File: src/rtl/core/stfk_pkg.sv
// Shared types and constants for the temperature fusion Kalman unit.
package stfk_pkg;

   localparam logic [1:0] ACT_MOTION  = 2'd0;
   localparam logic [1:0] ACT_CLIMATE = 2'd1;
   localparam logic [1:0] ACT_GAS     = 2'd2;

   localparam logic signed [47:0] MAX48 = 48'sh7FFF_FFFF_FFFF;
   localparam logic signed [47:0] MIN48 = 48'sh8000_0000_0000;
   localparam logic [23:0] UNC_MAX   = 24'hFF_FFFF;
   localparam logic [23:0] UNC_RESET = 24'd65536;
   localparam logic [19:0] PNOISE_RESET = 20'd655;
   localparam logic [19:0] SNOISE_RESET = 20'd6554;

   localparam logic REG_PNOISE = 1'b0;
   localparam logic REG_SNOISE = 1'b1;

   typedef struct packed {
      logic [1:0]  action;
      logic [7:0]  msg_length;
      logic [31:0] value_bits;
   } req_type;

   typedef struct packed {
      logic signed [47:0] filtered_temp;
      logic signed [47:0] average_temp;
   } rsp_type;

   // controller -> datapath
   typedef struct packed {
      logic load;      // capture item, update marks
      logic div_start; // begin gain division
      logic div_step;  // one quotient bit
      logic mul_step;  // one multiply-accumulate bit
      logic finish;    // commit estimate, uncertainty, clear marks
   } cmd_type;

   // datapath -> controller
   typedef struct packed {
      logic fuse;      // all three sensors present after load
   } sts_type;

   // IEEE single to Q31.16, truncation, saturating; NaN and denormals give 0
   function automatic logic signed [47:0] float_to_q16(input logic [31:0] b);
      logic [7:0]  e;
      logic [47:0] m;
      logic [47:0] mag;
      logic signed [47:0] r;
      e = b[30:23];
      m = {24'd0, 1'b1, b[22:0]};
      mag = '0;
      r = '0;
      if (e == 8'd255) begin
         if (b[22:0] != 23'd0) r = '0;
         else r = b[31] ? MIN48 : MAX48;
      end else if (e == 8'd0) begin
         r = '0;
      end else if (e >= 8'd158) begin
         r = b[31] ? MIN48 : MAX48;
      end else begin
         if (e >= 8'd134) mag = m << (e - 8'd134);
         else if (e > 8'd110) mag = m >> (8'd134 - e);
         else mag = '0;
         r = b[31] ? -$signed(mag) : $signed(mag);
      end
      return r;
   endfunction

endpackage

File: src/rtl/core/stfk_ctrl.sv
// Controller state machine: sequences load, gain division and update multiply.
module stfk_ctrl (
   input  logic              clock,
   input  logic              reset,
   input  logic              req_valid,
   output logic              req_stall,
   output logic              rsp_valid,
   input  logic              rsp_stall,
   output stfk_pkg::cmd_type cmd,
   input  stfk_pkg::sts_type sts
);

   typedef enum logic [4:0] {
      S_IDLE = 5'b00001,
      S_EVAL = 5'b00010,
      S_DIV  = 5'b00100,
      S_MUL  = 5'b01000,
      S_OUT  = 5'b10000
   } state_type;

   state_type state_ff, state_in;
   logic [4:0] cnt_ff, cnt_in;
   logic       rv_ff, rv_in;
   logic       accept;

   assign accept    = req_valid && (state_ff == S_IDLE);
   assign req_stall = (state_ff != S_IDLE);
   assign rsp_valid = rv_ff;

   always_comb begin
      state_in = state_ff;
      cnt_in   = cnt_ff;
      rv_in    = rv_ff && rsp_stall;
      cmd      = '0;
      case (state_ff)
         S_IDLE: begin
            if (accept) begin
               cmd.load = 1'b1;
               state_in = S_EVAL;
            end
         end
         S_EVAL: begin
            if (sts.fuse) begin
               cmd.div_start = 1'b1;
               cnt_in   = 5'd0;
               state_in = S_DIV;
            end else begin
               state_in = S_IDLE;
            end
         end
         S_DIV: begin
            cmd.div_step = 1'b1;
            cnt_in = cnt_ff + 5'd1;
            if (cnt_ff == 5'd16) begin
               cnt_in   = 5'd0;
               state_in = S_MUL;
            end
         end
         S_MUL: begin
            cmd.mul_step = 1'b1;
            cnt_in = cnt_ff + 5'd1;
            if (cnt_ff == 5'd16) state_in = S_OUT;
         end
         S_OUT: begin
            if (!rv_ff || !rsp_stall) begin
               cmd.finish = 1'b1;
               rv_in      = 1'b1;
               state_in   = S_IDLE;
            end
         end
         default: state_in = S_IDLE;
      endcase
   end

   always_ff @(posedge clock) begin
      if (reset) begin
         state_ff <= S_IDLE;
         cnt_ff   <= '0;
         rv_ff    <= 1'b0;
      end else begin
         state_ff <= state_in;
         cnt_ff   <= cnt_in;
         rv_ff    <= rv_in;
      end
   end

endmodule

File: src/rtl/core/stfk_dp.sv
// Datapath: sensor state, serial gain divider, serial multipliers, output register.
module stfk_dp #(
   parameter int MOTION_MAX_LEN  = 20,
   parameter int CLIMATE_MAX_LEN = 12,
   parameter int GAS_MAX_LEN     = 16
) (
   input  logic              clock,
   input  logic              reset,
   input  stfk_pkg::req_type req_data,
   input  logic [19:0]       pnoise,
   input  logic [19:0]       snoise,
   input  stfk_pkg::cmd_type cmd,
   output stfk_pkg::sts_type sts,
   output stfk_pkg::rsp_type rsp_data
);

   logic gm_ff, gc_ff, gg_ff;
   logic signed [31:0] ct_ff;
   logic signed [47:0] gt_ff;
   logic signed [47:0] est_ff, est_in;
   logic [23:0] unc_ff;
   logic signed [47:0] avg_ff;
   logic signed [48:0] diff_ff;
   // divider
   logic [24:0] den_ff;
   logic [25:0] rem_ff;
   logic [39:0] num_ff;
   logic [16:0] q_ff;
   logic [25:0] rem_sh;
   // multipliers: gain * diff and (65536-gain) * P, shift-add over gain bits
   logic signed [65:0] acc_d_ff;
   logic [40:0] acc_p_ff;
   logic [16:0] g_ff;
   logic [16:0] gi_ff;
   logic [16:0] gi_now;
   logic [4:0]  bit_ff;
   logic signed [48:0] sum49;
   logic [24:0] psat;
   stfk_pkg::rsp_type rsp_ff;

   logic ok;
   always_comb begin
      ok = 1'b0;
      case (req_data.action)
         stfk_pkg::ACT_MOTION:  ok = ({24'd0, req_data.msg_length} <= 32'(MOTION_MAX_LEN));
         stfk_pkg::ACT_CLIMATE: ok = ({24'd0, req_data.msg_length} <= 32'(CLIMATE_MAX_LEN));
         stfk_pkg::ACT_GAS:     ok = ({24'd0, req_data.msg_length} <= 32'(GAS_MAX_LEN));
         default:               ok = 1'b0;
      endcase
   end

   assign sts.fuse = gm_ff && gc_ff && gg_ff;
   assign sum49 = {{1{ct_ff[31]}}, ct_ff, 16'd0} + {gt_ff[47], gt_ff};
   assign rem_sh = {rem_ff[24:0], num_ff[39]};
   assign gi_now = 17'd65536 - q_ff;
   // floor(g*diff/65536) == hi*g + floor(lo*g/65536) exactly
   assign est_in = est_ff + 48'(acc_d_ff >>> 16);
   always_comb begin
      psat = {1'b0, acc_p_ff[39:16]} + {5'd0, pnoise};
      if (acc_p_ff[40] || psat[24]) psat = {1'b0, stfk_pkg::UNC_MAX};
   end

   always_ff @(posedge clock) begin
      if (reset) begin
         gm_ff  <= 1'b0;
         gc_ff  <= 1'b0;
         gg_ff  <= 1'b0;
         ct_ff  <= '0;
         gt_ff  <= '0;
         est_ff <= '0;
         unc_ff <= stfk_pkg::UNC_RESET;
      end else begin
         if (cmd.load && ok) begin
            case (req_data.action)
               stfk_pkg::ACT_MOTION:  gm_ff <= 1'b1;
               stfk_pkg::ACT_CLIMATE: begin
                  gc_ff <= 1'b1;
                  ct_ff <= $signed(req_data.value_bits);
               end
               stfk_pkg::ACT_GAS: begin
                  gg_ff <= 1'b1;
                  gt_ff <= stfk_pkg::float_to_q16(req_data.value_bits);
               end
               default: ;
            endcase
         end
         if (cmd.finish) begin
            gm_ff  <= 1'b0;
            gc_ff  <= 1'b0;
            gg_ff  <= 1'b0;
            est_ff <= est_in;
            unc_ff <= psat[23:0];
         end
      end
   end

   always_ff @(posedge clock) begin
      if (cmd.div_start) begin
         avg_ff  <= sum49[48:1];
         diff_ff <= {sum49[48], sum49[48:1]} - {est_ff[47], est_ff};
         den_ff  <= {1'b0, unc_ff} + {5'd0, snoise};
         // quotient fits 17 bits, so the top 23 numerator bits start as the
         // partial remainder; the last 17 bits are shifted in one per step
         num_ff  <= {unc_ff[0], 16'd0, 23'd0};
         rem_ff  <= {3'd0, unc_ff[23:1]};
         q_ff    <= '0;
         bit_ff  <= '0;
      end
      if (cmd.div_step) begin
         num_ff <= num_ff << 1;
         if (den_ff != 25'd0 && rem_sh >= {1'b0, den_ff}) begin
            rem_ff <= rem_sh - {1'b0, den_ff};
            q_ff   <= {q_ff[15:0], 1'b1};
         end else begin
            rem_ff <= rem_sh;
            q_ff   <= {q_ff[15:0], 1'b0};
         end
         acc_d_ff <= '0;
         acc_p_ff <= '0;
         bit_ff   <= '0;
      end
      if (cmd.mul_step) begin
         if (bit_ff == 5'd0) begin
            g_ff  <= q_ff;
            gi_ff <= gi_now;
            acc_d_ff <= q_ff[0] ? 66'(diff_ff) : '0;
            acc_p_ff <= gi_now[0] ? 41'(unc_ff) : '0;
         end else begin
            if (g_ff[bit_ff])
               acc_d_ff <= acc_d_ff + (66'(diff_ff) <<< bit_ff);
            if (gi_ff[bit_ff])
               acc_p_ff <= acc_p_ff + (41'(unc_ff) << bit_ff);
         end
         bit_ff <= bit_ff + 5'd1;
      end
      if (cmd.finish) begin
         rsp_ff.filtered_temp <= est_in;
         rsp_ff.average_temp  <= avg_ff;
      end
   end

   assign rsp_data = rsp_ff;

endmodule

File: src/rtl/core/sensor_temp_fusion_kalman_unit.sv
// Top level of the temperature fusion Kalman unit.
//  channel | ports          | direction | payload
//  req     | valid / stall  | in        | stfk_pkg::req_type
//  rsp     | valid / stall  | out       | stfk_pkg::rsp_type
//  csr     | APB-style      | in/out    | Q noise @0x0, R noise @0x4
// An item that does not complete a fusion returns to idle after evaluation; a
// fusion runs 17 gain-division steps, then 17 shift-add multiply steps,
// both serial over the 17-bit gain, and then waits for the output.
// Reset is synchronous, active high; it restores marks, estimate, P and the noise registers.
// The result register holds an item while rsp_stall is high; the final
// commit waits for it to drain.
module sensor_temp_fusion_kalman_unit #(
   parameter int MOTION_MAX_LEN  = 20,
   parameter int CLIMATE_MAX_LEN = 12,
   parameter int GAS_MAX_LEN     = 16
) (
   input  logic              clock,
   input  logic              reset,
   input  logic              req_valid,
   output logic              req_stall,
   input  stfk_pkg::req_type req_data,
   output logic              rsp_valid,
   input  logic              rsp_stall,
   output stfk_pkg::rsp_type rsp_data,
   input  logic              psel,
   input  logic              penable,
   input  logic              pwrite,
   input  logic [2:0]        paddr,
   input  logic [31:0]       pwdata,
   output logic [31:0]       prdata,
   output logic              pready
);

   stfk_pkg::cmd_type cmd;
   stfk_pkg::sts_type sts;
   logic [19:0] pnoise_ff, snoise_ff;

   assign pready = 1'b1;

   // register file; index is paddr[2]
   always_ff @(posedge clock) begin
      if (reset) begin
         pnoise_ff <= stfk_pkg::PNOISE_RESET;
         snoise_ff <= stfk_pkg::SNOISE_RESET;
      end else if (psel && penable && pwrite && paddr[1:0] == 2'd0) begin
         if (paddr[2] == stfk_pkg::REG_PNOISE) pnoise_ff <= pwdata[19:0];
         else snoise_ff <= pwdata[19:0];
      end
   end

   assign prdata = (paddr[1:0] != 2'd0) ? 32'd0 :
                   (paddr[2] == stfk_pkg::REG_PNOISE) ? {12'd0, pnoise_ff}
                                                      : {12'd0, snoise_ff};

   stfk_ctrl u_ctrl (
      .clock, .reset, .req_valid, .req_stall, .rsp_valid, .rsp_stall,
      .cmd, .sts
   );

   stfk_dp #(
      .MOTION_MAX_LEN(MOTION_MAX_LEN),
      .CLIMATE_MAX_LEN(CLIMATE_MAX_LEN),
      .GAS_MAX_LEN(GAS_MAX_LEN)
   ) u_dp (
      .clock, .reset, .req_data, .pnoise(pnoise_ff), .snoise(snoise_ff),
      .cmd, .sts, .rsp_data
   );

endmodule

File: config.mk
export PLATFORM = sky130hd
export DESIGN_NAME = sensor_temp_fusion_kalman_unit
export DESIGN_NICKNAME = d
export VERILOG_FILES = /design/src/rtl/core/stfk_pkg.sv /design/src/rtl/core/stfk_ctrl.sv /design/src/rtl/core/stfk_dp.sv /design/src/rtl/core/sensor_temp_fusion_kalman_unit.sv
export SDC_FILE = /design/constraint.sdc
export NUM_CORES = 2
export LEC_CHECK = 0
export ABC_AREA = 0
export BUFFER_PORTS_ARGS = -buffer_cell sky130_fd_sc_hd__buf_2
export CAP_MARGIN = 15
export CORE_MARGIN = 2
export CORE_UTILIZATION = 57
export DETAILED_ROUTE_END_ITERATION = 7
export PLACE_DENSITY = 0.87
export SLEW_MARGIN = 10
export SYNTH_ARGS = -nofsm -noshare
export SYNTH_HDL_FRONTEND = slang
export SYNTH_SLANG_ARGS = --single-unit
File: constraint.sdc
create_clock -name clock -period 6 [get_ports clock]
set_input_delay 0.6 -clock clock [delete_from_list [all_inputs] [get_ports clock]]
set_output_delay 0.6 -clock clock [all_outputs]
set_load 0.01 [all_outputs]
# Word level (Yosys, flattened, before mapping)

Index checks and enable logic that the tools add are counted.

Output and inout port bits: 131
Bits of input ports: 84
Word-level logic and storage cells: 160
Register bits after elaboration: 613

Magnitude comparators: 8
Shift operators: 4
Reduce and logical (&&, ||, !) cells: 32
Equal/unequal tests: 15
Add/sub/neg operators: 14
Bitwise operators: 1
Mux-type cells: 61

Operators with widths:

| kind                                             | count |
|---|---|
| 48-bit two-way mux                               | 14 |
| 66-bit two-way mux                               | 5 |
| 41-bit two-way mux                               | 4 |
| 25-bit two-way mux                               | 3 |
| 66-bit adder                                     | 1 |
| 49-bit by 5-bit <<< shifter with 66-bit output   | 1 |
| 24-bit by 20-bit adder with 25-bit output        | 2 |
| 48-bit by 48-bit adder with 49-bit output        | 1 |
| 48-bit by 48-bit subtractor with 49-bit output   | 1 |
| 48-bit adder                                     | 1 |
| 24-bit two-way mux                               | 2 |
| 48-bit negation                                  | 1 |
| 24-bit by 8-bit << shifter with 48-bit output    | 1 |
| 24-bit by 8-bit right shift with 48-bit output   | 1 |
| 5-bit two-way mux                                | 9 |
| 41-bit adder                                     | 1 |
| 24-bit by 5-bit << shifter with 41-bit output    | 1 |
| 20-bit two-way mux                               | 2 |
| 40-bit two-way mux                               | 1 |
| 17-bit two-way mux                               | 2 |
| 26-bit by 25-bit >= comparator with 1-bit output | 1 |
| 5-bit one-hot mux with 5 select lines            | 1 |
| 25-bit nonzero test                              | 1 |
| 25-bit subtractor                                | 1 |
| other kinds (38)                                 | 77 |

# Longest topological paths before layout

Word-level depth: 15
Gate-level depth with buffers: 26
Depth with buffers taken out: 24

# By module

From an unflattened synthesis, not the netlist that was laid out.

Cell total of the unflattened synthesis: 5524
Area total of the unflattened synthesis: 48094.9 um^2

Modules (own cells, without submodules):

| module                         | sequential area each (um^2) | area an instance (um^2) | instances | cells each |
|---|---|---|---|---|
| stfk_dp                        | 14163.6                     | 45439.8                 | 1         | 5233 |
| sensor_temp_fusion_kalman_unit | 800.8                       | 2088.3                  | 1         | 226 |
| stfk_ctrl                      | 220.2                       | 566.8                   | 1         | 65 |

# Least setup slack after synthesis

OpenSTA, ideal clock, no wires.

Path kind: register to register
Start point: register u_dp.bit_ff[0]
End point: register u_dp.acc_d_ff[62]
Required time: 5872 ps
Clock period less this slack: 6049 ps
Path slack: -49 ps
Library setup time: 128 ps
Stages on the path, launching flop included: 22
Buffers on the path: 4
Data arrival time: 5921 ps
Cell sequence: edfxtp_1 > buf_1 > clkbuf_1 > buf_1 > mux4_2 > mux2i_1 > mux2_2 > o22ai_1 > ha_1 > clkbuf_1 > o21a_1 > nor2_1 > o21ai_0 > a31oi_1 > or4_1 > o21ai_0 > a2bb2oi_1 > o31a_1 > o31a_1 > o41ai_1 > xnor2_1 > o21ai_0

Cells in the longest elaborated chain, start to end: 5
Elaborated cells on any way between the ends: 8
Those cells by class: add/sub: 1; shift: 1; mux: 5; reduce/logical: 1

Ends and longest elaborated chain:

| element                                                                                                     | line                           | text |
|---|---|---|
| start: declaration                                                                                          | stfk_dp.sv:36                  | `logic [4:0] bit_ff;` |
| start signal: assignment                                                                                    | stfk_dp.sv:134                 | `bit_ff <= bit_ff + 5'd1;` |
| 49-bit by 5-bit <<< shifter with 66-bit output or 1-bit binary-select mux with 5-bit select (tied branches) | stfk_dp.sv:130, stfk_dp.sv:129 |  |
| 66-bit adder or 1-bit two-way mux (tied branches)                                                           | stfk_dp.sv:130, stfk_dp.sv:129 |  |
| 66-bit two-way mux                                                                                          | stfk_dp.sv:129                 | `if (g_ff[bit_ff])` |
| 66-bit two-way mux (*)                                                                                      | stfk_dp.sv:123                 | `if (bit_ff == 5'd0) begin` |
| 66-bit two-way mux (*)                                                                                      | stfk_dp.sv:122                 | `if (cmd.mul_step) begin` |
| end signal: assignment                                                                                      | stfk_dp.sv:126                 | `acc_d_ff <= q_ff[0] ? 66'(diff_ff) : '0;` |
| end signal: assignment                                                                                      | stfk_dp.sv:130                 | `acc_d_ff <= acc_d_ff + (66'(diff_ff) <<< bit_ff);` |
| end: declaration                                                                                            | stfk_dp.sv:31                  | `logic signed [65:0] acc_d_ff;` |

Every way passes the cells marked *; elsewhere a longest branch is shown, timed or not. The select of a mux whose other input is x is not followed.
A chain may end at the register's enable or synchronous reset.

# Worst setup path in the final report

Start point: register u_dp.gt_ff[16]
End point: register u_dp.diff_ff[48] (data pin)

Cells in the longest elaborated chain, start to end: 2

Ends and longest elaborated chain:

| element                                        | line           | text |
|---|---|---|
| start: declaration                             | stfk_dp.sv:19  | `logic signed [47:0] gt_ff;` |
| start signal: assignment                       | stfk_dp.sv:82  | `gt_ff <= stfk_pkg::float_to_q16(req_data.value_bits);` |
| 48-bit by 48-bit adder with 49-bit output      | stfk_dp.sv:53  | `assign sum49 = {{1{ct_ff[31]}}, ct_ff, 16'd0} + {gt_ff[47], gt_ff};` |
| via u_dp.sum49[24]                             | stfk_dp.sv:37  | `logic signed [48:0] sum49;` |
| 48-bit by 48-bit subtractor with 49-bit output | stfk_dp.sv:100 | `diff_ff <= {sum49[48], sum49[48:1]} - {est_ff[47], est_ff};` |
| end signal: assignment                         | stfk_dp.sv:100 |  |
| end: declaration                               | stfk_dp.sv:23  | `logic signed [48:0] diff_ff;` |

The timed path passes the listed nets, and every way through them passes these cells.

==> run_results.csv <==
group,metric,value,unit
critical_path,startpoint_type,"flop",
final_layout,final_common_cell,"nand2_1",
critical_path,endpoint_kind,"flop",
critical_path,cp.arrival,6100,ps
critical_path,critical-path-top-delay-family,"compound AO/OA/AOI/OAI gates",
floorplanning,core_area,0.0816,mm^2
clocking,clock_sinks,609,
grt,gr-usage-all-layers,35.0,%
clocking,clkTransAtPathRegs,70,ps
synthesis,netlist_area,0.0468,mm^2
critical_path,worst-path-buf-inv,1,
hold_path,hold_end,"snoise_ff[11]",
timing,fin_skew,19.5,ps
final_layout,mostFrequentLayoutCells,"nand2_1, a21oi_1, nor2_1",
timing,setup_viol,0,
place,io_buffers,189,
clocking,clk_latency,650,ps
grt,grt_max_degree,90,
final_layout,n_antenna_cell,0,
timing,fin_ws,307,ps
synthesis,synth_warnings,0,
routing,vias,43700,
synthesis,synthArstFlopShare,0,%
timing,tns,0,ps
routing,drt-wirelength-per-cell,23.7,um
critical_path,cp_slowest_cell,"a311oi_1",
synthesis,yosys.cell_types.count,118,
critical_path,critPathMaxFanout,7,
grt,grt_pass1_vias,42000,
synthesis,synth_ff_type,"dfxtp_1",
routing,wl,154,mm
critical_path,r2r_end,"u_dp.diff_ff[48]",
final_layout,drive_gt1_share,11.4,%
grt,overflow,0,
synthesis,synth.largest_area_cell,"edfxtp_1",
floorplanning,ios,215,
synthesis,synth_area_per_cell,8.76,um^2
timing,rsz0062_at_grt,"false",
run,drv_cap,0,
place,post-place-cells,6395,
floorplanning,initial_core_util,57.3,%
power_and_ir_drop,total_power,9.60,mW
grt,grt_antenna_before_repair,3,
critical_path,r2r-start,"u_dp.gt_ff[16]",
synthesis,synth_area_leaders,"edfxtp_1, dfxtp_1, ha_1",
final_layout,final_cell_area,0.0508,mm^2
critical_path,max_stage_delay,490,ps
grt,grt_pass1_wl,235,mm
clocking,htreeDepth,2,
final_layout,final_cells,6512,
critical_path,cpMostUsedCell,"o21ai_0",
timing,slew_headroom,18.4,%
final_layout,fillers,6607,
place,gp_congestion,1.07,
routing,drt_first_pass_iters,7,
place,pre_cts_slack,367,ps
timing,slew_violations,0,
place,dpl.hpwl,114,mm
clocking,root_buffer,"clkbuf_16",
clocking,cts_tree,"done",
hold_path,holdPathStages,3,
synthesis,yosys.area.top_type_share,19.2,%
floorplanning,dieArea,0.0843,mm^2
synthesis,synth_cells,5338,
final_layout,area_delta_synth_final,8.67,%
routing,viasPerCell,6.71,
floorplanning,rows,105,
critical_path,path_cells,"ha_1 > inv_1 > fa_1 > nor2b_1 > o21ai_0 > a21boi_0 > o21a_1 > o21ai_0 > nand2b_1 > a21oi_1 > xnor2_1 > ha_1 > and4_1 > and4_1 > nand2_1 > a311oi_1 > nor2_1 > o21ai_0 > a31oi_1 > o21bai_1 > o21ai_1 > o2111ai_1 > a41o_1",
timing,fmax,176,MHz
critical_path,cp.required,6410,ps
timing,worst_pin_slew,1220,ps
synthesis,synth-seq-area-share,32.5,%
routing,drtAntennaViolNets,0,
place,dpl_cell_area,0.0486,mm^2
floorplanning,die-width,290,um
timing,fin_crit,5690,ps
routing,remaining_drc_errors,0,
synthesis,synth-seq-cells,609,
floorplanning,die_y,290,um
power_and_ir_drop,p_leak,20.8,nW
hold_path,hold_path.class,"input port to flop",
critical_path,critical_path_class,"flop to flop",
synthesis,synth_edf_count,299,
routing,drt-initial-drc-count,4412,
final_layout,nNetsFinal,5787,
power_and_ir_drop,power.density,189,mW/mm^2
timing,final_hold_viol_count,0,
clocking,cts_buffers,61,
critical_path,reg2reg_slack,310,ps
status,outcome,"completed",
critical_path,rr_worst_depth,23,
power_and_ir_drop,ir_worst_vdd,0.000206,V
hold_path,min-delay-start,"pwdata[11]",
timing,period_share,94.9,%
clocking,ctsLongestPathBuffers,3,
==> logic make-up (layout without fill, tap and decap cells) <==
logic type / count (synthesis) / in the layout / share of synthesized area (%)
buffers and inverters: 511 / 604 / 4.54
AOI/OAI and AO/OA: 1677 / 1677 / 22.8
and+or+nand+nor: 1572 / 1572 / 16.0
muxes: 320 / 320 / 9.38
adders and majority gates: 314 / 314 / 8.53
xor gates and xnor gates: 333 / 333 / 6.33
other: 2 / 13 / 0.0161
DFF: 609 / 609 / 32.5
==> repair_timing <==
item,4_1_cts,5_1_grt
hold buffers,0,0
resized for setup,0,3
buffers inserted,0,0
setup endpoints to repair,0,5
==> routing by layer <==
| metal | wire length (um) | vias up | GRT usage, % |
|---|---|---|---|
| li1 | - | 19900 | - |
| met1 | 55100 | 20700 | 39.8 |
| met2 | 73200 | 2388 | 60.0 |
| met3 | 13400 | 719 | 5.74 |
| met4 | 12600 | 4 | 24.7 |
| met5 | 23 | - | 0 |
==> final cells by class <==
| cell class | count | area [um^2] | area share [%] |
|---|---|---|---|
| Tap cell | 1070 | 1340 | 2.63 |
| Multi-Input combinational cell | 4229 | 29600 | 58.2 |
| Inverter | 203 | 769 | 1.51 |
| Sequential cell | 609 | 15200 | 29.9 |
| Clock buffer | 81 | 1770 | 3.48 |
| Clock inverter | 35 | 444 | 0.874 |
| Timing Repair Buffer | 285 | 1710 | 3.37 |
==> synthesized netlist by cell type, drive strengths merged (14+ instances only) <==
library cell	n
nand2	572
or3	18
nor2	391
nor4	35
and3	37
xor2	133
nand3	106
a21o	134
nand4	51
o21ai	395
nand3b	14
nor3b	15
a21oi	503
nor2b	61
clkbuf	208
o22ai	41
a211oi	74
ha	306
o41ai	14
o31ai	34
xnor2	200
a311oi	15
a22oi	68
inv	199
a221oi	14
mux2i	182
a221o	14
and2	47
o21bai	42
o21a	49
buf	100
or2	23
o31a	15
a31oi	94
nor3	96
dfxtp	310
o211ai	34
nand2b	58
edfxtp	299
mux4	89
mux2	49
==> worst min-delay path: cells and delay by family <==
family,cells,cell delay (ps)
buf+inv,1,90
simple gates,2,110
==> how the worst max path moves through the flow <==
stage / from / end / slack, ps / cells after the start
4_1_cts: u_dp.bit_ff[0] / u_dp.acc_d_ff[62] / 330 / 18
3_3_place_gp: u_dp.bit_ff[0] / u_dp.acc_d_ff[62] / 420 / 18
6_report: u_dp.gt_ff[16] / u_dp.diff_ff[48] / 310 / 23
3_5_place_dp: u_dp.bit_ff[0] / u_dp.acc_d_ff[62] / 370 / 18
2_1_floorplan: u_dp.bit_ff[0] / u_dp.acc_d_ff[62] / 130 / 21
5_1_grt: u_dp.gt_ff[16] / u_dp.diff_ff[48] / 40 / 23
==> per-stage QoR <==
| stage | util, % | hold WS [ps] |
|---|---|---|
| floorplan | - | 400 |
| global placement | 59.6 | 404 |
| detailed placement | 59.6 | 405 |
| CTS | 62.3 | 164 |
| global route | 62.3 | 182 |
| finish | 62.3 | 182 |
==> where the power goes <==
part           total, mW  internal, mW  switching [mW]  leakage, nW
Clock               4.20          2.44            1.77         1.09
Sequential          4.35          4.34         0.00929         5.18
Combinational       1.05         0.379           0.669         14.5
==> sequential cells by signal, indices dropped and copies added, names as in the netlist, 20 cells and up <==
register	count
u_dp.gt_ff	47
u_dp.den_ff	25
u_dp.est_ff	48
snoise_ff	20
u_dp.diff_ff	49
u_dp.rsp_data	96
u_dp.ct_ff	32
u_dp.avg_ff	48
pnoise_ff	20
u_dp.acc_d_ff	64
u_dp.rem_ff	25
u_dp.acc_p_ff	41
u_dp.unc_ff	24
Power figures use the tool's default switching activity.
